File: src/rtl/core/pme_pkg.sv
`default_nettype none

package pme_pkg;

    typedef logic [1:0] t_func;

    localparam t_func FUNC_LOAD    = 2'd0;
    localparam t_func FUNC_RESTART = 2'd1;
    localparam t_func FUNC_NEXT    = 2'd2;

    localparam int unsigned ROW_W    = 8;
    localparam int unsigned PACK_MAX = 8;
    localparam int unsigned WORD_W   = 32;

endpackage

`default_nettype wire

File: src/rtl/core/pme_ram.sv
`default_nettype none

module pme_ram #(
    parameter int unsigned WIDTH = 8,
    parameter int unsigned DEPTH = 8
) (
    input  wire logic                                     i_clk,
    input  wire logic                                     i_we,
    input  wire logic [(DEPTH > 1 ? $clog2(DEPTH) : 1)-1:0] i_waddr,
    input  wire logic [WIDTH-1:0]                         i_wdata,
    input  wire logic [(DEPTH > 1 ? $clog2(DEPTH) : 1)-1:0] i_raddr,
    output logic [WIDTH-1:0]                              o_rdata
);

    logic [WIDTH-1:0] r_mem [DEPTH];

    always_ff @(posedge i_clk) begin
        if (i_we) begin
            r_mem[i_waddr] <= i_wdata;
        end
        o_rdata <= r_mem[i_raddr];
    end

endmodule

`default_nettype wire

File: src/rtl/core/perfect_matching_enumerator.sv
`default_nettype none

// Enumerates perfect matchings of books to persons by backtracking search.
// Load a row with func 0 (person, book_mask), rewind with func 1, and ask for
// the next assignment with func 2. A command is taken when start is high and
// busy is low. Func 2 always answers with one word on o_strobe, one cycle wide:
// either the next assignment (nibble k = person number from 1 for book k) or
// o_exhausted with a zero assignment. The receiver cannot stall; results are
// simply presented for that one cycle. Loads and restarts leave the block idle
// and give no word. A next request passes through a test and a check state
// for each candidate tested and a pop and a test state for each backtrack step,
// since each step reads the row or stack memory, which is registered; after a
// match it delivers the word and pops the last level. Once the search is
// exhausted the word comes in the cycle after the request. At the other end, a
// full 8 by 8 matrix with one book that nobody accepts walks the whole tree.
// Writing the item count also rewinds the search. Rows read as zero until loaded.
module perfect_matching_enumerator #(
    parameter int unsigned MAX_ITEMS = 8
) (
    input  wire logic               i_clk,
    input  wire logic               i_rst_n,
    input  wire logic               start,
    output logic                    busy,
    input  wire pme_pkg::t_func     i_func,
    input  wire logic [2:0]         i_person,
    input  wire logic [7:0]         i_book_mask,
    input  wire logic               i_cfg_we,
    input  wire logic [3:0]         i_cfg_item_count,
    output logic                    o_strobe,
    output logic [31:0]             o_assignment,
    output logic                    o_exhausted
);

    import pme_pkg::*;

    localparam int unsigned LIM = (MAX_ITEMS < PACK_MAX) ? MAX_ITEMS : PACK_MAX;
    localparam int unsigned RAW = (LIM > 1) ? $clog2(LIM) : 1;
    localparam logic [3:0]  LIM4  = 4'(LIM);
    localparam logic [3:0]  MAXI4 = 4'(MAX_ITEMS);

    localparam logic [1:0] S_IDLE = 2'd0;
    localparam logic [1:0] S_TEST = 2'd1;
    localparam logic [1:0] S_CHK  = 2'd2;
    localparam logic [1:0] S_POP  = 2'd3;

    logic [1:0]        r_state, n_state;
    logic [3:0]        r_count, n_count;
    logic [3:0]        r_level, n_level;
    logic [3:0]        r_cand, n_cand;
    logic [LIM-1:0]    r_used, n_used;
    logic              r_done, n_done;
    logic              r_resume, n_resume;
    logic [WORD_W-1:0] r_word, n_word;
    logic [LIM-1:0]    r_row_vld, n_row_vld;
    logic              r_rd_vld;
    logic              r_strobe, n_strobe;
    logic [WORD_W-1:0] r_assign, n_assign;
    logic              r_exh, n_exh;

    logic [3:0]       act;
    logic [3:0]       lvl_m1;
    logic [3:0]       cnt_m1;
    logic [3:0]       stk_sel;
    logic             pref_we;
    logic [RAW-1:0]   pref_waddr;
    logic [RAW-1:0]   pref_raddr;
    logic [ROW_W-1:0] pref_rdata;
    logic             stk_we;
    logic [RAW-1:0]   stk_waddr;
    logic [RAW-1:0]   stk_wdata;
    logic [RAW-1:0]   stk_raddr;
    logic [RAW-1:0]   stk_rdata;

    assign act        = (r_count < LIM4) ? r_count : LIM4;
    assign lvl_m1     = r_level - 4'd1;
    assign cnt_m1     = act - 4'd1;
    assign stk_sel    = (r_level >= act) ? cnt_m1 : lvl_m1;
    assign stk_raddr  = stk_sel[RAW-1:0];
    assign pref_raddr = r_cand[RAW-1:0];
    assign pref_waddr = i_person[RAW-1:0];
    assign stk_waddr  = r_level[RAW-1:0];
    assign stk_wdata  = r_cand[RAW-1:0];

    pme_ram #(
        .WIDTH (ROW_W),
        .DEPTH (LIM)
    ) u_pref_ram (
        .i_clk   (i_clk),
        .i_we    (pref_we),
        .i_waddr (pref_waddr),
        .i_wdata (i_book_mask),
        .i_raddr (pref_raddr),
        .o_rdata (pref_rdata)
    );

    pme_ram #(
        .WIDTH (RAW),
        .DEPTH (LIM)
    ) u_stack_ram (
        .i_clk   (i_clk),
        .i_we    (stk_we),
        .i_waddr (stk_waddr),
        .i_wdata (stk_wdata),
        .i_raddr (stk_raddr),
        .o_rdata (stk_rdata)
    );

    always_comb begin
        n_state   = r_state;
        n_count   = r_count;
        n_level   = r_level;
        n_cand    = r_cand;
        n_used    = r_used;
        n_done    = r_done;
        n_resume  = r_resume;
        n_word    = r_word;
        n_row_vld = r_row_vld;
        n_strobe  = 1'b0;
        n_assign  = r_assign;
        n_exh     = r_exh;
        pref_we   = 1'b0;
        stk_we    = 1'b0;

        unique case (r_state)
            S_IDLE: begin
                if (start) begin
                    unique case (i_func)
                        FUNC_LOAD: begin
                            if ({1'b0, i_person} < MAXI4) begin
                                pref_we               = 1'b1;
                                n_row_vld[pref_waddr] = 1'b1;
                            end
                        end
                        FUNC_RESTART: begin
                            n_used  = '0;
                            n_level = '0;
                            n_cand  = '0;
                            n_done  = 1'b0;
                            n_word  = '0;
                        end
                        FUNC_NEXT: begin
                            if (r_done) begin
                                n_strobe = 1'b1;
                                n_assign = '0;
                                n_exh    = 1'b1;
                            end else begin
                                n_state = S_TEST;
                            end
                        end
                        default: begin
                        end
                    endcase
                end
            end
            S_TEST: begin
                if (r_level >= act) begin
                    n_strobe = 1'b1;
                    n_assign = r_word;
                    n_exh    = 1'b0;
                    if (act == 4'd0) begin
                        n_done  = 1'b1;
                        n_state = S_IDLE;
                    end else begin
                        n_level  = cnt_m1;
                        n_resume = 1'b0;
                        n_state  = S_POP;
                    end
                end else if (r_cand >= act) begin
                    if (r_level == 4'd0) begin
                        n_done   = 1'b1;
                        n_strobe = 1'b1;
                        n_assign = '0;
                        n_exh    = 1'b1;
                        n_state  = S_IDLE;
                    end else begin
                        n_level  = lvl_m1;
                        n_resume = 1'b1;
                        n_state  = S_POP;
                    end
                end else begin
                    n_state = S_CHK;
                end
            end
            S_CHK: begin
                if (r_rd_vld && pref_rdata[r_level[2:0]] && !r_used[r_cand[RAW-1:0]]) begin
                    stk_we                          = 1'b1;
                    n_used[r_cand[RAW-1:0]]         = 1'b1;
                    n_word[{r_level[2:0], 2'b00} +: 4] = r_cand + 4'd1;
                    n_level                         = r_level + 4'd1;
                    n_cand                          = '0;
                end else begin
                    n_cand = r_cand + 4'd1;
                end
                n_state = S_TEST;
            end
            S_POP: begin
                n_used[stk_rdata] = 1'b0;
                n_cand            = 4'(stk_rdata) + 4'd1;
                n_state           = r_resume ? S_TEST : S_IDLE;
            end
            default: begin
                n_state = S_IDLE;
            end
        endcase

        if (i_cfg_we) begin
            n_count = i_cfg_item_count;
            n_used  = '0;
            n_level = '0;
            n_cand  = '0;
            n_done  = 1'b0;
            n_word  = '0;
        end
    end

    always_ff @(posedge i_clk) begin
        if (!i_rst_n) begin
            r_state   <= S_IDLE;
            r_count   <= 4'd1;
            r_level   <= '0;
            r_cand    <= '0;
            r_used    <= '0;
            r_done    <= 1'b0;
            r_resume  <= 1'b0;
            r_word    <= '0;
            r_row_vld <= '0;
            r_rd_vld  <= 1'b0;
            r_strobe  <= 1'b0;
        end else begin
            r_state   <= n_state;
            r_count   <= n_count;
            r_level   <= n_level;
            r_cand    <= n_cand;
            r_used    <= n_used;
            r_done    <= n_done;
            r_resume  <= n_resume;
            r_word    <= n_word;
            r_row_vld <= n_row_vld;
            r_rd_vld  <= r_row_vld[pref_raddr];
            r_strobe  <= n_strobe;
        end
    end

    // result word registers
    always_ff @(posedge i_clk) begin
        r_assign <= n_assign;
        r_exh    <= n_exh;
    end

    assign busy         = (r_state != S_IDLE);
    assign o_strobe     = r_strobe;
    assign o_assignment = r_assign;
    assign o_exhausted  = r_exh;

endmodule

`default_nettype wire

File: config.mk
export PLATFORM = sky130hd
export DESIGN_NAME = perfect_matching_enumerator
export DESIGN_NICKNAME = d
export VERILOG_FILES = /design/src/rtl/core/pme_pkg.sv /design/src/rtl/core/pme_ram.sv /design/src/rtl/core/perfect_matching_enumerator.sv
export SDC_FILE = /design/constraint.sdc
export NUM_CORES = 1
export LEC_CHECK = 0
export ABC_AREA = 1
export ABC_CLOCK_PERIOD_IN_PS = 7600
export BUFFER_PORTS_ARGS = -buffer_cell sky130_fd_sc_hd__buf_2
export CORE_MARGIN = 2
export CORE_UTILIZATION = 40
export CTS_BUF_LIST = sky130_fd_sc_hd__clkbuf_8
export CTS_CLUSTER_SIZE = 14
export DETAILED_ROUTE_END_ITERATION = 10
export SYNTH_ARGS = -nofsm -noshare
export SYNTH_HDL_FRONTEND = slang
export SYNTH_HIERARCHICAL = 1
export SYNTH_SLANG_ARGS = --single-unit
File: constraint.sdc
create_clock -name i_clk -period 7.6 [get_ports i_clk]
set_input_delay 1.14 -clock i_clk [delete_from_list [all_inputs] [get_ports i_clk]]
set_output_delay 1.14 -clock i_clk [all_outputs]
set_load 0.01 [all_outputs]
==> results of run 1 <==
## per-stage QoR
stage               cell area, sq um  hold WS, ps
global route                   10200          477
finish                         10200          453
floorplan                       9340          426
detailed placement              9820          437
global placement                9820          435
CTS                            10200          454
## per-layer routing
layer	up-vias	global-route usage (%)	wire, microns
met5	-	0	0
met1	3136	22.4	9220
li1	3539	-	-
met3	23	3.07	891
met2	166	28.9	9820
met4	0	5.07	301
## cell families (layout without fill, tap and decap cells)
logic type                 count (synthesis)  in the layout
DFF                                      198            198
and+or+nand+nor                          502            502
adders and majority gates                 20             20
AOI/OAI and AO/OA                        123            123
xor gates and xnor gates                   6              6
buffers and inverters                    237            295
## cell usage after synthesis (all sizes together)
| cell type | count |
|---|---|
| nand2 | 328 |
| inv | 201 |
| edfxtp | 121 |
| nor2 | 81 |
| dfxtp | 77 |
| a21oi | 75 |
| nand3 | 69 |
| o21ai | 29 |
| buf | 23 |
| ha | 20 |
| nand4 | 19 |
| clkbuf | 12 |
| o311ai | 7 |
| nor3 | 5 |
| xor2 | 4 |
| o21a | 2 |
| o22ai | 2 |
| xnor2 | 2 |
| a211oi | 1 |
| a21o | 1 |
| a31oi | 1 |
| a32oi | 1 |
| clkinv | 1 |
| o211ai | 1 |
| o21bai | 1 |
| o31a | 1 |
| o31ai | 1 |
## sequential cells by signal (all words and copies together) (netlist names)
name,count
u_pref_ram/r_mem,64
r_row_vld,8
r_rd_vld,1
r_resume,1
r_done,1
r_count,4
r_state,2
o_assignment,32
r_cand,4
r_word,32
u_stack_ram/o_rdata,3
u_pref_ram/o_rdata,8
r_level,4
r_used,8
o_exhausted,1
o_strobe,1
u_stack_ram/r_mem,24
## layout by cell type, fill, tap and decap left out, types with 16 or more instances in the layout
cell      instances
a21oi_1          74
buf_2            55
clkbuf_8         17
dfxtp_1          76
edfxtp_1        121
ha_1             20
inv_1           184
inv_2            16
nand2_1         326
nand3_1          66
nor2_1           73
o21ai_0          21
## worst min-delay path, stage by stage, from the launching register on
cell     delay (ps)
dfxtp_1         320
inv_1            40
a21oi_1          50
## how the worst min path moves through the flow
stage / from / slack (ps) / endpoint
3_5_place_dp: r_row_vld[5] / 440 / r_row_vld[5]
2_1_floorplan: r_row_vld[5] / 430 / r_row_vld[5]
3_3_place_gp: r_row_vld[5] / 430 / r_row_vld[5]
4_1_cts: r_row_vld[5] / 450 / r_row_vld[5]
5_1_grt: r_row_vld[5] / 480 / r_row_vld[5]
6_report: r_row_vld[5] / 450 / r_row_vld[5]
## cell type report
type / count / area (sq um)
Sequential cell: 198 / 5180
Multi-Input combinational cell: 651 / 3170
Fill cell: 2269 / 12600
Clock inverter: 15 / 174
Tap cell: 313 / 392
Clock buffer: 17 / 234
Timing Repair Buffer: 61 / 320
Inverter: 202 / 763
## power breakdown
part,internal (mW),leakage (nW),total (mW),switching [mW]
Combinational,0.183,2.31,0.680,0.497
Sequential,1.22,1.70,1.27,0.0465
Clock,0.254,0.210,0.685,0.431
==> impl_metrics.tcl, run 1 <==
set metrics [dict create \
    synth_fp_nets 1127 \
    maxSlewViolCount 0 \
    worst-path-max-fanout 35 \
    finalHoldViolations 0 \
    tightest_slew_ps 1120 \
    drt_iter0_drc 343 \
    slowest_delay_ps 720 \
    htreeDepth 4 \
    fp.dieH_microns 157 \
    p_total_mw 2.63 \
    ys_ff_latch 198 \
    fp.dieW_microns 157 \
    maxSlewHeadroom_pct 25.3 \
    grt_max_degree 54 \
    cp_common_cell "nand2_1" \
    worstPathArrival_ps 3340 \
    hold_depth 2 \
    ir_worst_vdd_mv 0.119 \
    yosys.area.top_type "edfxtp_1" \
    path_buf_inv 1 \
    reg2reg_slack_ps 4690 \
    coreArea_sq_um 22800 \
    grt_pass1_vias 6333 \
    startpoint "r_level[0]" \
    outcome "finished, final reports clean" \
    postCtsHoldBufs 0 \
    worst_setup_path_start_kind "flip-flop" \
    grt_overflow 0 \
    synth_top_area_share_pct 38.9 \
    drive_above_1_share_pct 11.5 \
    critPathKind "reg2reg" \
    p_leak_nw 4.22 \
    hold_class "reg2reg" \
    grt_setup_unrepaired "no" \
    drt_pre_antenna_iters 5 \
    finalWirelength_mm 20.2 \
    fin_crit_ps 2910 \
    postCtsResizedCells 0 \
    cts_buffer_depth 2 \
    cts_tree "done" \
    grt.total_usage_pct 17.1 \
    synth_adder_area_share_pct 2.68 \
    endpoint "r_level[3]" \
    p_per_area_nw_per_um2 257 \
    postLayoutCoreUtil_pct 44.9 \
    clkTransAtPathRegs_ps 110 \
    synthTopCellsByArea "edfxtp_1, dfxtp_1, nand2_1" \
    cts_setup_buffers 0 \
    finalCritPeriodShare_pct 38.3 \
    synth_warnings 6 \
    fmax_mhz 343 \
    vias 6864 \
    port_buffers 55 \
    reg2reg_to "r_level[3]" \
    cp.depth 11 \
    synth_top_family_by_area "simple AND/OR/NAND/NOR gates" \
    start_util_pct 41.0 \
    synth_simple_gate_area_share_pct 23.3 \
    numCtsBuffers 17 \
    ys_seq_area_share_pct 55.4 \
    hpwl_mm 14.1 \
    num_io_pins 56 \
    instances_no_fill 1457 \
    skew_ps 23.5 \
    ant_nets 0 \
    synth-xor-area-share_pct 0.563 \
    antenna_found_initial 0 \
    post_synth.cell_area_avg_sq_um 8.60 \
    cp.required_ps 8020 \
    drv_cap 0 \
    routabilityCongestion 0.838 \
    clk_latency_ps 490 \
    synth.cell_area_sq_um 9340 \
    drcViolationCount 0 \
    post-place-cells 1425 \
    via_per_inst 4.71 \
    cp_top_family "simple AND/OR/NAND/NOR gates" \
    final_nets 1172 \
    worstSetupEndpointType "flip-flop" \
    ys_types 43 \
    insertedDiodeCount 0 \
    reg2reg_depth 11 \
    synth_compound_area_share_pct 7.28 \
    slowest_stage "nand2_1" \
    root_buffer "clkbuf_8" \
    rows 55 \
    final.setup.worst_slack_ps 4690 \
    setup_viol 0 \
    routedWlPerCell_microns 13.9 \
    cts.sinks 198 \
    dpl_worst_slack_ps 4600 \
    path_cells "inv_4 > ha_1 > o21bai_1 > nand2_1 > nand3_1 > nand2_1 > o21ai_1 > nor2_1 > nor2_1 > nand2_1 > a21oi_1" \
    synthMuxAreaShare_pct 0 \
    die_area_sq_um 24600 \
    synth_cells 1086 \
    rr_startpoint "r_level[0]" \
    grt_pass1_wl_mm 32.6 \
    fin_tns_setup_ps 0 \
    area_growth_pct 9.54 \
]
Note: power is estimated with default switching activity, not from simulation.
==> inputs of run 2 (changes only) <==
- ABC_CLOCK_PERIOD_IN_PS: 7600 -> 2950
- clock period: 7.6 -> 2.95 ns (I/O delays scaled with it)
==> run 2 against run 1 <==
  * First-iteration DRC count grew 14%
  * Sequential cell count did not move
  * Core utilization grew 0.60 points
  * Largest power group unchanged
  * Die area did not move
  * Sequential power grew to 2.6 times the previous value
  * Non-clock buffer count up 16
  * Highest routed layer unchanged
==> impl_metrics.tcl, run 2 (synthesis gave the netlist of run 1 again) <==
set metrics [dict create \
    cts_buffer_depth 2 \
    fin_crit_ps 2560 \
    grt_overflow 0 \
    layout_commonest_cell "nand2_1" \
    rr_startpoint "r_level[2]" \
    insertedDiodeCount 0 \
    p_leak_nw 4.31 \
    grt_setup_unrepaired "no" \
    final_cell_mix "nand2_1, inv_1, edfxtp_1" \
    numCtsBuffers 17 \
    via_per_inst 4.62 \
    grt.total_usage_pct 17.1 \
    area_growth_pct 11.0 \
    vias 6808 \
    num_io_pins 56 \
    cts_tree "done" \
    hold_class "in2reg" \
    postCtsResizedCells 0 \
    fp.dieW_microns 157 \
    ir_worst_vdd_mv 0.371 \
    post-place-cells 1441 \
    skew_ps 24.1 \
    postCtsHoldBufs 0 \
    drcViolationCount 0 \
    drt_iter0_drc 391 \
    worst_hold_path.endpoint "u_pref_ram/r_mem[0][2]" \
    finalWirelength_mm 19.4 \
    hold_depth 1 \
    reg2reg_depth 13 \
    fmax_mhz 390 \
    hp-start "i_book_mask[2]" \
    die_area_sq_um 24600 \
    start_util_pct 41.0 \
    routedWlPerCell_microns 13.2 \
    largest_reg_flops 64 \
    htreeDepth 4 \
    p_per_area_nw_per_um2 653 \
    fp.dieH_microns 157 \
    clk_latency_ps 480 \
    maxSlewViolCount 0 \
    rows 55 \
    critPathKind "reg2reg" \
    port_buffers 55 \
    register_area_sq_um 5180 \
    maxSlewHeadroom_pct 54.9 \
    cts.sinks 198 \
    setup_viol 0 \
    root_buffer "clkbuf_8" \
    reg2reg_slack_ps 390 \
    hpwl_mm 14.0 \
    final_nets 1188 \
    finalCritPeriodShare_pct 86.9 \
    outcome "finished, final reports clean" \
    grt_pass1_wl_mm 32.8 \
    antenna_found_initial 0 \
    cts_setup_buffers 0 \
    fin_tns_setup_ps 0 \
    drive_above_1_share_pct 12.8 \
    drv_cap 0 \
    grt_max_degree 40 \
    clkTransAtPathRegs_ps 120 \
    routabilityCongestion 0.818 \
    worstSetupEndpointType "flip-flop" \
    finalHoldViolations 0 \
    drt_pre_antenna_iters 5 \
    worst-path-max-fanout 13 \
    regMostFlops "u_pref_ram/r_mem" \
    reg2reg_to "u_stack_ram/o_rdata[2]" \
    worst_setup_path_start_kind "flip-flop" \
    ant_nets 0 \
    grt_pass1_vias 6462 \
    tightest_slew_ps 672 \
    multiInputGateArea_sq_um 3170 \
    fillers 2266 \
    coreArea_sq_um 22800 \
    worstPathArrival_ps 2980 \
    cp.required_ps 3360 \
    instances_no_fill 1473 \
]
==> run 2: changes by cell type in the layout (fill, tap and decap cells not counted), moves of 2 or more <==
cell | previous run | this run
buf_4 | 6 | 20
buf_12 | 0 | 2
clkinv_2 | 0 | 2
clkinv_8 | 4 | 2
==> run 2: per-layer routing <==
metal / global-route usage (%) / up-vias / wire length [microns] / share of wire, %
met3: 2.85 / 25 / 544 / 2.8
met4: 5.50 / 0 / 352 / 1.8
met1: 22.4 / 3095 / 9260 / 48
li1: - / 3579 / - / -
met5: 0 / - / 0 / 0
met2: 28.9 / 109 / 9290 / 48
==> run 2: metrics by stage <==
stage,power (mW),util [%],worst slack (ps),cell area (sq um),hold WS [ps]
finish,6.77,45.5,386,10400,236
global route,7.18,45.5,54.5,10400,212
CTS,6.84,45.5,382,10400,202
detailed placement,5.09,43.7,424,9960,442
global placement,5.08,43.7,493,9960,435
floorplan,4.57,-,249,9340,426
==> run 2: where the power goes <==
part | total (mW) | switching [mW] | internal, mW
Combinational | 1.77 | 1.26 | 0.516
Clock | 1.74 | 1.03 | 0.710
Sequential | 3.25 | 0.115 | 3.14
Total | 6.77 | 2.41 | 4.36
==> run 2: how the worst max path moves through the flow <==
stage                     startpoint                     end  slack (ps)  cells after the start
after floorplan            r_cand[0]         o_assignment[0]         250                      7
after CTS                 r_level[2]  u_stack_ram/o_rdata[2]         380                     13
after global routing      r_level[2]  u_stack_ram/o_rdata[2]          50                     13
after detailed placement  r_level[2]  u_stack_ram/o_rdata[1]         420                     13
final                     r_level[2]  u_stack_ram/o_rdata[2]         390                     13
after global placement    r_level[2]  u_stack_ram/o_rdata[1]         490                     13
==> run 2: area by class of cell <==
type                       count  share of cell area (%)
clock buffer                  17                    2.26
clock inverter                15                    1.61
inverter                     202                    7.36
multi-input combinational    651                    30.6
sequential                   198                    49.9
tap                          313                    3.78
timing repair buffer          77                    4.49
==> run 2: critical path, stage by stage, from the launching register on <==
cell     delay [ps]
dfxtp_1         590
ha_1            300
nand2_1          80
inv_2            40
nand3_1          60
nand3_1         280
nand2_1         190
o21a_1          410
inv_2           190
nand2_1          90
nand3_1          70
nand2_1          90
nand2_1          40
nand2_1          70
